[config.mk]
export PLATFORM = sky130hd
export DESIGN_NAME = sorted_priority_queue
export DESIGN_NICKNAME = d
export VERILOG_FILES = /design/src/rtl/core/spq_pkg.sv /design/src/rtl/core/spq_cell.sv /design/src/rtl/core/sorted_priority_queue.sv
export SDC_FILE = /design/constraint.sdc
export NUM_CORES = 2
export LEC_CHECK = 0
export BUFFER_PORTS_ARGS = -buffer_cell sky130_fd_sc_hd__buf_2
export CAP_MARGIN = 20
export CORE_MARGIN = 3
export CORE_UTILIZATION = 38
export CTS_CLUSTER_SIZE = 10
export DETAILED_ROUTE_END_ITERATION = 16
export PLACE_DENSITY = 0.64
export SLEW_MARGIN = 10
export SYNTH_ARGS = -nofsm -noshare
export SYNTH_HDL_FRONTEND = slang
export SYNTH_SLANG_ARGS = --single-unit
[constraint.sdc]
create_clock -name i_clk -period 20.4 [get_ports i_clk]
set_input_delay 4.08 -clock i_clk [delete_from_list [all_inputs] [get_ports i_clk]]
set_output_delay 4.08 -clock i_clk [all_outputs]
set_load 0.05 [all_outputs]
[src/rtl/core/spq_pkg.sv]
package spq_pkg;

    localparam int CAPACITY = 16;
    localparam int COUNT_W  = $clog2(CAPACITY + 1);

    localparam logic [1:0] KIND_INSERT = 2'd0;
    localparam logic [1:0] KIND_POP    = 2'd1;
    localparam logic [1:0] KIND_CHANGE = 2'd2;

    localparam logic [1:0] STATUS_OK        = 2'd0;
    localparam logic [1:0] STATUS_EMPTY     = 2'd1;
    localparam logic [1:0] STATUS_FULL      = 2'd2;
    localparam logic [1:0] STATUS_NOT_FOUND = 2'd3;

    typedef enum logic [1:0] {
        OP_HOLD   = 2'd0,
        OP_INSERT = 2'd1,
        OP_POP    = 2'd2,
        OP_REMOVE = 2'd3
    } t_cell_op;

    typedef struct packed {
        logic               valid;
        logic signed [31:0] value;
        logic signed [15:0] prio;
    } t_entry;

    typedef struct packed {
        t_cell_op           op;
        logic signed [31:0] value;
        logic signed [15:0] prio;
    } t_cmd;

endpackage

[src/rtl/core/spq_cell.sv]
module spq_cell
    import spq_pkg::*;
(
    input  logic   i_clk,
    input  logic   i_rst_n,
    input  t_cmd   i_cmd,
    input  t_entry i_left,
    input  logic   i_left_ge,
    input  t_entry i_right,
    input  logic   i_seen,
    output t_entry o_entry,
    output logic   o_ge,
    output logic   o_seen
);

    t_entry r_entry;
    t_entry n_entry;
    logic   w_match;

    assign o_ge    = r_entry.valid && (r_entry.prio >= i_cmd.prio);
    assign w_match = r_entry.valid && (r_entry.value == i_cmd.value)
                     && (r_entry.prio == i_cmd.prio);
    assign o_seen  = i_seen || w_match;
    assign o_entry = r_entry;

    always_comb begin
        n_entry = r_entry;
        case (i_cmd.op)
            OP_INSERT: begin
                // The new entry lands in the first cell that is empty or whose priority is lower.
                if (!o_ge) begin
                    if (i_left_ge) begin
                        n_entry.valid = 1'b1;
                        n_entry.value = i_cmd.value;
                        n_entry.prio  = i_cmd.prio;
                    end else begin
                        n_entry = i_left;
                    end
                end
            end
            OP_POP: begin
                n_entry = i_right;
            end
            OP_REMOVE: begin
                // Cells at and behind the first match close the gap.
                if (o_seen) begin
                    n_entry = i_right;
                end
            end
            default: begin
                n_entry = r_entry;
            end
        endcase
    end

    always_ff @(posedge i_clk) begin
        if (!i_rst_n) begin
            r_entry.valid <= 1'b0;
        end else begin
            r_entry.valid <= n_entry.valid;
        end
    end

    always_ff @(posedge i_clk) begin
        r_entry.value <= n_entry.value;
        r_entry.prio  <= n_entry.prio;
    end

endmodule

[src/rtl/core/sorted_priority_queue.sv]
// Channel | Direction | Handshake             | Fields
// request | in        | start high, busy low  | kind, item_value, item_priority, new_priority
// result  | out       | o_done, one cycle     | status, out_value, out_priority, entry_count, is_empty
//
// Insert, pop, an unused kind and a change that finds no entry make a single pass; the result
// strobes in the cycle after acceptance.
// A change that finds its entry makes a remove pass through the cell row, then a reinsert
// pass, during which busy is high. The result follows the second pass.
// Reset clears every cell's valid bit and the count.
// The receiver cannot stall; each result is shown for exactly one cycle.
module sorted_priority_queue
    import spq_pkg::*;
(
    input  logic               i_clk,
    input  logic               i_rst_n,
    input  logic               start,
    output logic               busy,
    input  logic [1:0]         i_kind,
    input  logic signed [31:0] i_item_value,
    input  logic signed [15:0] i_item_priority,
    input  logic signed [15:0] i_new_priority,
    output logic               o_done,
    output logic [1:0]         o_status,
    output logic signed [31:0] o_out_value,
    output logic signed [15:0] o_out_priority,
    output logic [4:0]         o_entry_count,
    output logic               o_is_empty
);

    typedef enum logic [1:0] {
        S_IDLE     = 2'b01,
        S_REINSERT = 2'b10
    } t_state;

    t_state r_state, n_state;
    logic [COUNT_W-1:0] r_count, n_count;
    logic               r_done, n_done;
    logic [1:0]         r_status, n_status;
    logic signed [31:0] r_out_value, n_out_value;
    logic signed [15:0] r_out_priority, n_out_priority;
    logic signed [31:0] r_hold_value, n_hold_value;
    logic signed [15:0] r_hold_prio, n_hold_prio;

    t_cmd   w_cmd;
    t_entry w_entry [CAPACITY];
    logic   w_ge    [CAPACITY];
    logic   w_seen  [CAPACITY+1];
    logic [CAPACITY-1:0] w_valid;
    logic   w_accept;
    logic   w_full;
    logic   w_empty;

    assign busy     = (r_state == S_REINSERT);
    assign w_accept = start && !busy;
    assign w_full   = (r_count == COUNT_W'(CAPACITY));
    assign w_empty  = (r_count == '0);
    assign w_seen[0] = 1'b0;

    for (genvar g = 0; g < CAPACITY; g++) begin : g_cell
        t_entry w_left;
        t_entry w_right;
        logic   w_left_ge;
        if (g == 0) begin : g_head
            assign w_left    = '0;
            assign w_left_ge = 1'b1;
        end else begin : g_mid
            assign w_left    = w_entry[g-1];
            assign w_left_ge = w_ge[g-1];
        end
        if (g == CAPACITY - 1) begin : g_tail
            assign w_right = '0;
        end else begin : g_body
            assign w_right = w_entry[g+1];
        end
        assign w_valid[g] = w_entry[g].valid;

        spq_cell u_cell (
            .i_clk     (i_clk),
            .i_rst_n   (i_rst_n),
            .i_cmd     (w_cmd),
            .i_left    (w_left),
            .i_left_ge (w_left_ge),
            .i_right   (w_right),
            .i_seen    (w_seen[g]),
            .o_entry   (w_entry[g]),
            .o_ge      (w_ge[g]),
            .o_seen    (w_seen[g+1])
        );
    end

    always_comb begin
        w_cmd.op       = OP_HOLD;
        w_cmd.value    = i_item_value;
        w_cmd.prio     = i_item_priority;
        n_state        = r_state;
        n_count        = r_count;
        n_done         = 1'b0;
        n_status       = STATUS_OK;
        n_out_value    = '0;
        n_out_priority = '0;
        n_hold_value   = r_hold_value;
        n_hold_prio    = r_hold_prio;
        unique case (r_state)
            S_IDLE: begin
                if (w_accept) begin
                    n_done = 1'b1;
                    case (i_kind)
                        KIND_INSERT: begin
                            if (w_full) begin
                                n_status = STATUS_FULL;
                            end else begin
                                w_cmd.op = OP_INSERT;
                                n_count  = r_count + 1'b1;
                            end
                        end
                        KIND_POP: begin
                            if (w_empty) begin
                                n_status = STATUS_EMPTY;
                            end else begin
                                w_cmd.op       = OP_POP;
                                n_count        = r_count - 1'b1;
                                n_out_value    = w_entry[0].value;
                                n_out_priority = w_entry[0].prio;
                            end
                        end
                        KIND_CHANGE: begin
                            w_cmd.op = OP_REMOVE;
                            if (w_seen[CAPACITY]) begin
                                // The result waits for the reinsert pass.
                                n_done       = 1'b0;
                                n_state      = S_REINSERT;
                                n_count      = r_count - 1'b1;
                                n_hold_value = i_item_value;
                                n_hold_prio  = i_new_priority;
                            end else begin
                                n_status = STATUS_NOT_FOUND;
                            end
                        end
                        default: begin
                            n_status = STATUS_OK;
                        end
                    endcase
                end
            end
            S_REINSERT: begin
                w_cmd.op    = OP_INSERT;
                w_cmd.value = r_hold_value;
                w_cmd.prio  = r_hold_prio;
                n_count     = r_count + 1'b1;
                n_done      = 1'b1;
                n_state     = S_IDLE;
            end
            default: begin
                n_state = S_IDLE;
            end
        endcase
    end

    always_ff @(posedge i_clk) begin
        if (!i_rst_n) begin
            r_state <= S_IDLE;
            r_count <= '0;
            r_done  <= 1'b0;
        end else begin
            r_state <= n_state;
            r_count <= n_count;
            r_done  <= n_done;
        end
    end

    always_ff @(posedge i_clk) begin
        r_status       <= n_status;
        r_out_value    <= n_out_value;
        r_out_priority <= n_out_priority;
        r_hold_value   <= n_hold_value;
        r_hold_prio    <= n_hold_prio;
    end

    assign o_done         = r_done;
    assign o_status       = r_status;
    assign o_out_value    = r_out_value;
    assign o_out_priority = r_out_priority;
    assign o_entry_count  = 5'(r_count);
    assign o_is_empty     = (r_count == '0);

    a_count_matches_cells: assert property (@(posedge i_clk) disable iff (!i_rst_n)
        $countones(w_valid) == int'(r_count))
        else $error("count differs from number of valid cells");

    a_cells_contiguous: assert property (@(posedge i_clk) disable iff (!i_rst_n)
        ((w_valid >> 1) & ~w_valid) == '0)
        else $error("valid cells are not packed at the head");

    a_reinsert_one_cycle: assert property (@(posedge i_clk) disable iff (!i_rst_n)
        (r_state == S_REINSERT) |=> (r_state == S_IDLE) && o_done)
        else $error("reinsert pass did not finish in one cycle");

    a_reinsert_has_room: assert property (@(posedge i_clk) disable iff (!i_rst_n)
        (r_state == S_REINSERT) |-> !w_full)
        else $error("reinsert pass on a full queue");

endmodule

# Yosys cells after proc, flatten, opt, wreduce, memory -nomap -nowiden
# Cells that the tools add are included.
# W data, S select, Z words.
word_totals:
  ff_bits: 890
  wordCells: 328
op_classes:
  add_sub_neg: 2
  magnitude_cmp: 16
  eq_ne: 77
  n_mux: 83
  bitwise_logic: 3
  reduce_logical: 91
op_table:
  columns: ["cell", "n"]
  rows:
  - ["$pmux W49 S3", 16]
  - ["$mux W49", 47]
  - ["$eq A32 B32 Y1", 16]
  - ["$eq A16 B16 Y1", 16]
  - ["$ge A16 B16 Y1", 16]
  - ["$reduce_and A3 Y1", 17]
  - ["$logic_and A1 B1 Y1", 49]
  - ["$mux W48", 1]
  - ["$ne A2 B2 Y1 const B", 17]
  - ["$ne A2 B1 Y1 const B", 16]
  - ["$mux W5", 4]
  - ["$logic_or A1 B1 Y1", 15]
  - ["$pmux W5 S3", 1]
  - ["$pmux W2 S3", 2]
  - ["$pmux W5 S2", 1]
  - ["$eq A2 B2 Y1 const B", 4]
  - ["$mux W2", 4]
  - ["$eq A2 B1 Y1 const B", 3]
  - ["$ne A3 B3 Y1 const B", 2]
  - ["$reduce_and A6 Y1", 1]
  - ["$add A5 B1 Y5 const B", 1]
  - ["$eq A5 B5 Y1 const B", 1]
  - ["$logic_not A5 Y1", 1]
  - ["$mux W1", 5]
  - ["other kinds (13)", 16]

# Logic depth before layout (Yosys ltp)
logic_depth:
  depth_word: 24
  ltp_mapped: 24
  mapped_depth_nobuf: 15

# Modules after synthesis
# Synthesis repeated with hierarchy kept, for this count alone.
hier_totals:
  cells_unflattened: 5512
  hier_area_um2: 56765.7
by_module_without_submodules:
  columns: ["mod", "n_inst", "cells_per_inst", "area_each_um2", "seq_area_each_um2"]
  rows:
  - ["spq_cell (g_cell[14].u_cell ...)", 11, 325, 3281.9, 1461.4]
  - ["spq_cell (g_cell[10].u_cell ...)", 4, 332, 3349.5, 1461.4]
  - ["sorted_priority_queue", 1, 284, 3971.3, 2602.5]
  - ["spq_cell (g_cell[0].u_cell)", 1, 325, 3295.7, 1461.4]

# Worst setup path after synthesis
# No wires, ideal clock.
synth_timing:
  kind: "input -> register"
  startpoint: "input port i_item_priority[0]"
  endpoint: "register g_cell[10].u_cell.r_entry (netlist bit g_cell[10].u_cell.o_entry[0]), enable pin"
  arrival_time_ps: 10550
  required_time_ps: 19873
  path_slack_ps: 9323
  cell_stages: 13
  path_buffers: 0
  path_cell_list: "mux2i_1 -> clkinv_1 -> ha_1 -> nand4_1 -> nor2_1 -> nand2_1 -> or4_4 -> nor4_4 -> a21oi_2 -> nand3_2 -> nor2_1 -> a21oi_1 -> a21boi_0"
synth_via:
  elab_chain_len: 15
synth_rtl:
  columns: ["element", "line", "rtl"]
  rows:
  - ["start, declared", "sorted_priority_queue.sv:20", "input logic signed [15:0] i_item_priority,"]
  - ["$mux W48 (*)", "sorted_priority_queue.sv:103", "unique case (r_state)"]
  - ["$eq A16 B16 Y1", "spq_cell.sv:22", "&& (r_entry.prio == i_cmd.prio);"]
  - ["$logic_and A1 B1 Y1", "spq_cell.sv:22", null]
  - ["$logic_or A1 B1 Y1 (10 in a row)", "spq_cell.sv:23", "assign o_seen = i_seen || w_match;"]
  - ["$ne A2 B1 Y1 (no line)", null, null]
  - ["$reduce_and A3 Y1 (no line) (*)", null, null]
  - ["end, declared", "spq_cell.sv:16", "t_entry r_entry;"]
# Every way passes the cells marked *; elsewhere a longest branch is shown, timed or not.
# A chain may end at the register's enable or synchronous reset.

==> impl_metrics.csv <==
group,metric,value,unit
synthesis,yosys.area.top_type,"edfxtp_1",
clock_network,path_clk_slew,0.06,ns
drt,wl,187.8,mm
synthesis,synth_edf_count,816,
critical_path,critPathKind,"in -> reg",
clock_network,tritoncts,"yes",
finish,syn2layout_area_growth,10.34,%
timing,skew,0.02275,ns
drt,routedWlPerCell,24.28,um
synthesis,seq_area_frac_synth,45.96,%
flow_run,drv_cap,0,
critical_path,cp.arrival,9.38,ns
synthesis,yosysUniqueCellTypes,79,
hold_path,min-delay-start,"r_state[0]",
clock_network,htreeDepth,3,
timing,drv_slew,0,
critical_path,timing.critical_path.from,"i_kind[1]",
clock_network,hold_buffers,0,
floorplanning,io_pins,127,
drt,dr_wl_met2,80.46,mm
clock_network,cts_buffers,106,
clock_network,clk-insertion-delay-late,0.70,ns
clock_network,clockBufferDepth,3,
global_routing,grt.overflow.total,0,
critical_path,cp_max_fo,247,
finish,seqCellArea,25980,um^2
clock_network,cts_resized,0,
synthesis,synth_top_area_share,43.34,%
drt,drt_first_pass_iters,8,
synthesis,syn-num-nets,6157,
synthesis,syn_area,56540,um^2
synthesis,postSynthAreaPerCell,9.708,um^2
power,total_power,5.274,mW
timing,finalHoldViolations,0,
timing,fin_crit_sh,44.10,%
placed_design,place_area,59180,um^2
drt,routed.top_layer,"met4",
timing,max_slew_margin,24.21,%
timing,fmax,0.1112,GHz
floorplanning,die_w,391.7,um
finish,fin_area,62390,um^2
finish,layout_common_cells,"884 x nand2_1, 816 x edfxtp_1, 762 x o21ai_0, 513 x xnor2_1, 313 x nor2_1",
placed_design,place_ws,10.97,ns
critical_path,critPathCaptureType,"flip-flop",
critical_path,required,20.78,ns
timing,finalSetupTns,0,ns
global_routing,grt_first_pass_wirelength,276.5,mm
finish,final_common_cell,"nand2_1",
global_routing,grt_util_all_layers,23.64,%
synthesis,synthCells,5824,
power,peakVddDrop,78.61,uV
clock_network,post-cts-setup-buffers,0,
power,p_leak,20.20,nW
critical_path,cp-start-kind,"input pin",
floorplanning,die_area,153500,um^2
timing,timing.hold.ws,0.4964,ns
floorplanning,core,146800,um^2
synthesis,ys.flop_type,"edfxtp_1",
synthesis,synth_async_sr_flop_share,0,%
drt,wl_met1,80.99,mm
global_routing,grt_start_max_net_pins,256,
floorplanning,die_y,391.7,um
floorplanning,initial_utilization,38.52,%
synthesis,synthTopCellsByArea,"edfxtp_1 43%, xnor2_1 7.9%, o21ai_0 6.7%, nand2_1 5.9%, ha_1 5.8%",
finish,nFillCells,13956,
synthesis,yosysWarnings,0,
timing,rsz0062_at_grt,"false",
global_routing,grt_pass1_vias,42525,
timing,min_period,8.996,ns
timing,fin_ws,11.40,ns
placed_design,dp_hpwl,141.8,mm
clock_network,cts_sinks,890,
power,power_density,84.54,nW/um^2
drt,drt_iter0_markers,6243,
drt,antenna_left,0,
drt,via_per_inst,5.899,
finish,fin_nets,6076,
floorplanning,row_count,140,
placed_design,io_buffers,126,
placed_design,globalplace.congestion,1.058,
drt,wl_met3,15.47,mm
finish,drive_above_1_share,8.445,%
clock_network,clockRootBuffer,"clkbuf_16",
global_routing,antenna_found_initial,1,
critical_path,reg2reg_from,"r_state[0]",
drt,dr_total_vias,45619,
drt,drc,0,
hold_path,hp-class,"reg -> reg",
synthesis,ys_ff_latch,890,
run_status,status,"finished, final reports clean",
timing,tightest_slew,1.126,ns
finish,multi_input_area,29090,um^2
timing,setup_viol,0,
cell usage after synthesis, drive strengths merged (12+ instances only):
cell type / n
a211oi: 51
nand2b: 12
nor2: 318
and2: 50
dfxtp: 74
nand2: 885
a21o: 33
nand4: 88
o311ai: 99
nor4b: 16
buf: 89
inv: 63
o21a: 68
o21ai: 764
nor3: 49
nor2b: 41
edfxtp: 816
a21oi: 305
or4: 14
mux2i: 280
nor4: 227
xnor2: 513
clkbuf: 334
ha: 264
mux2: 49
o31ai: 57
nand3: 141
metrics by stage:
step / utilization (%) / std cells
2_1_floorplan: - / 5824
3_3_place_gp: 40.30 / 7547
3_5_place_dp: 40.32 / 7549
4_1_cts: 42.45 / 7728
5_1_grt: 42.50 / 7732
6_report: 42.50 / 7733
worst max-delay path, stage by stage:
cell      delay, ns
buf_2          0.13
inv_1          0.10
ha_1           0.23
o21ai_0        0.20
o21ai_0        0.27
nand3_1        0.61
nor2_4         0.72
buf_12         0.63
buf_12         0.60
buf_4          0.99
o311ai_0       0.30
where the power goes:
group          total (mW)  switching (mW)  internal (mW)
logic                1.08           0.707          0.372
clock network        1.78           0.760           1.02
registers            2.42           0.171           2.24
total                5.27            1.64           3.64
state kept, by name, summed over array words and instances, names as in the netlist:
register and flops:
g_cell.u_cell.o_entry 784, o_out_value 32, r_hold_value 32, o_out_priority 16
r_hold_prio 16, o_entry_count 5, o_status 2, r_state 2
o_done 1
layer usage:
layer  up-vias  GRT usage, %
met2      2367         35.47
met3       424         3.069
met4         0         12.36
met5         -             0
met1     21502         33.28
li1      21326             -
worst paths after layout:
path	end	slack (ns)	cells after the start
max	g_cell[12].u_cell.o_entry[27]	11.40	11
min	r_state[0]	0.50	1
max reg2reg	r_hold_value[19]	13.49	15
min reg2reg	r_state[0]	0.50	1
cells by family (layout without fill, tap and decap cells):
logic type               after synthesis  after routing  synth area share, %
other                                  0              2                    0
XOR/XNOR                             513            513                7.946
AO/OA/AOI/OAI                       1456           1456                14.99
buffers and inverters                487            477                3.432
flip-flops                           890            890                45.96
AND/OR/NAND/NOR                     1885           1885                15.41
adder cells (fa/ha/maj)              264            264                5.842
multiplexers                         329            329                6.431
layout make-up:
class / instances / area share [%]
Clock buffer: 165 / 4.919
Sequential cell: 890 / 41.65
Inverter: 64 / 0.3850
Clock inverter: 14 / 0.1063
Multi-Input combinational cell: 4447 / 46.62
Antenna cell: 2 / 0.008022
Tap cell: 1917 / 3.844
Timing Repair Buffer: 234 / 2.467
Power figures use the tool's default switching activity.
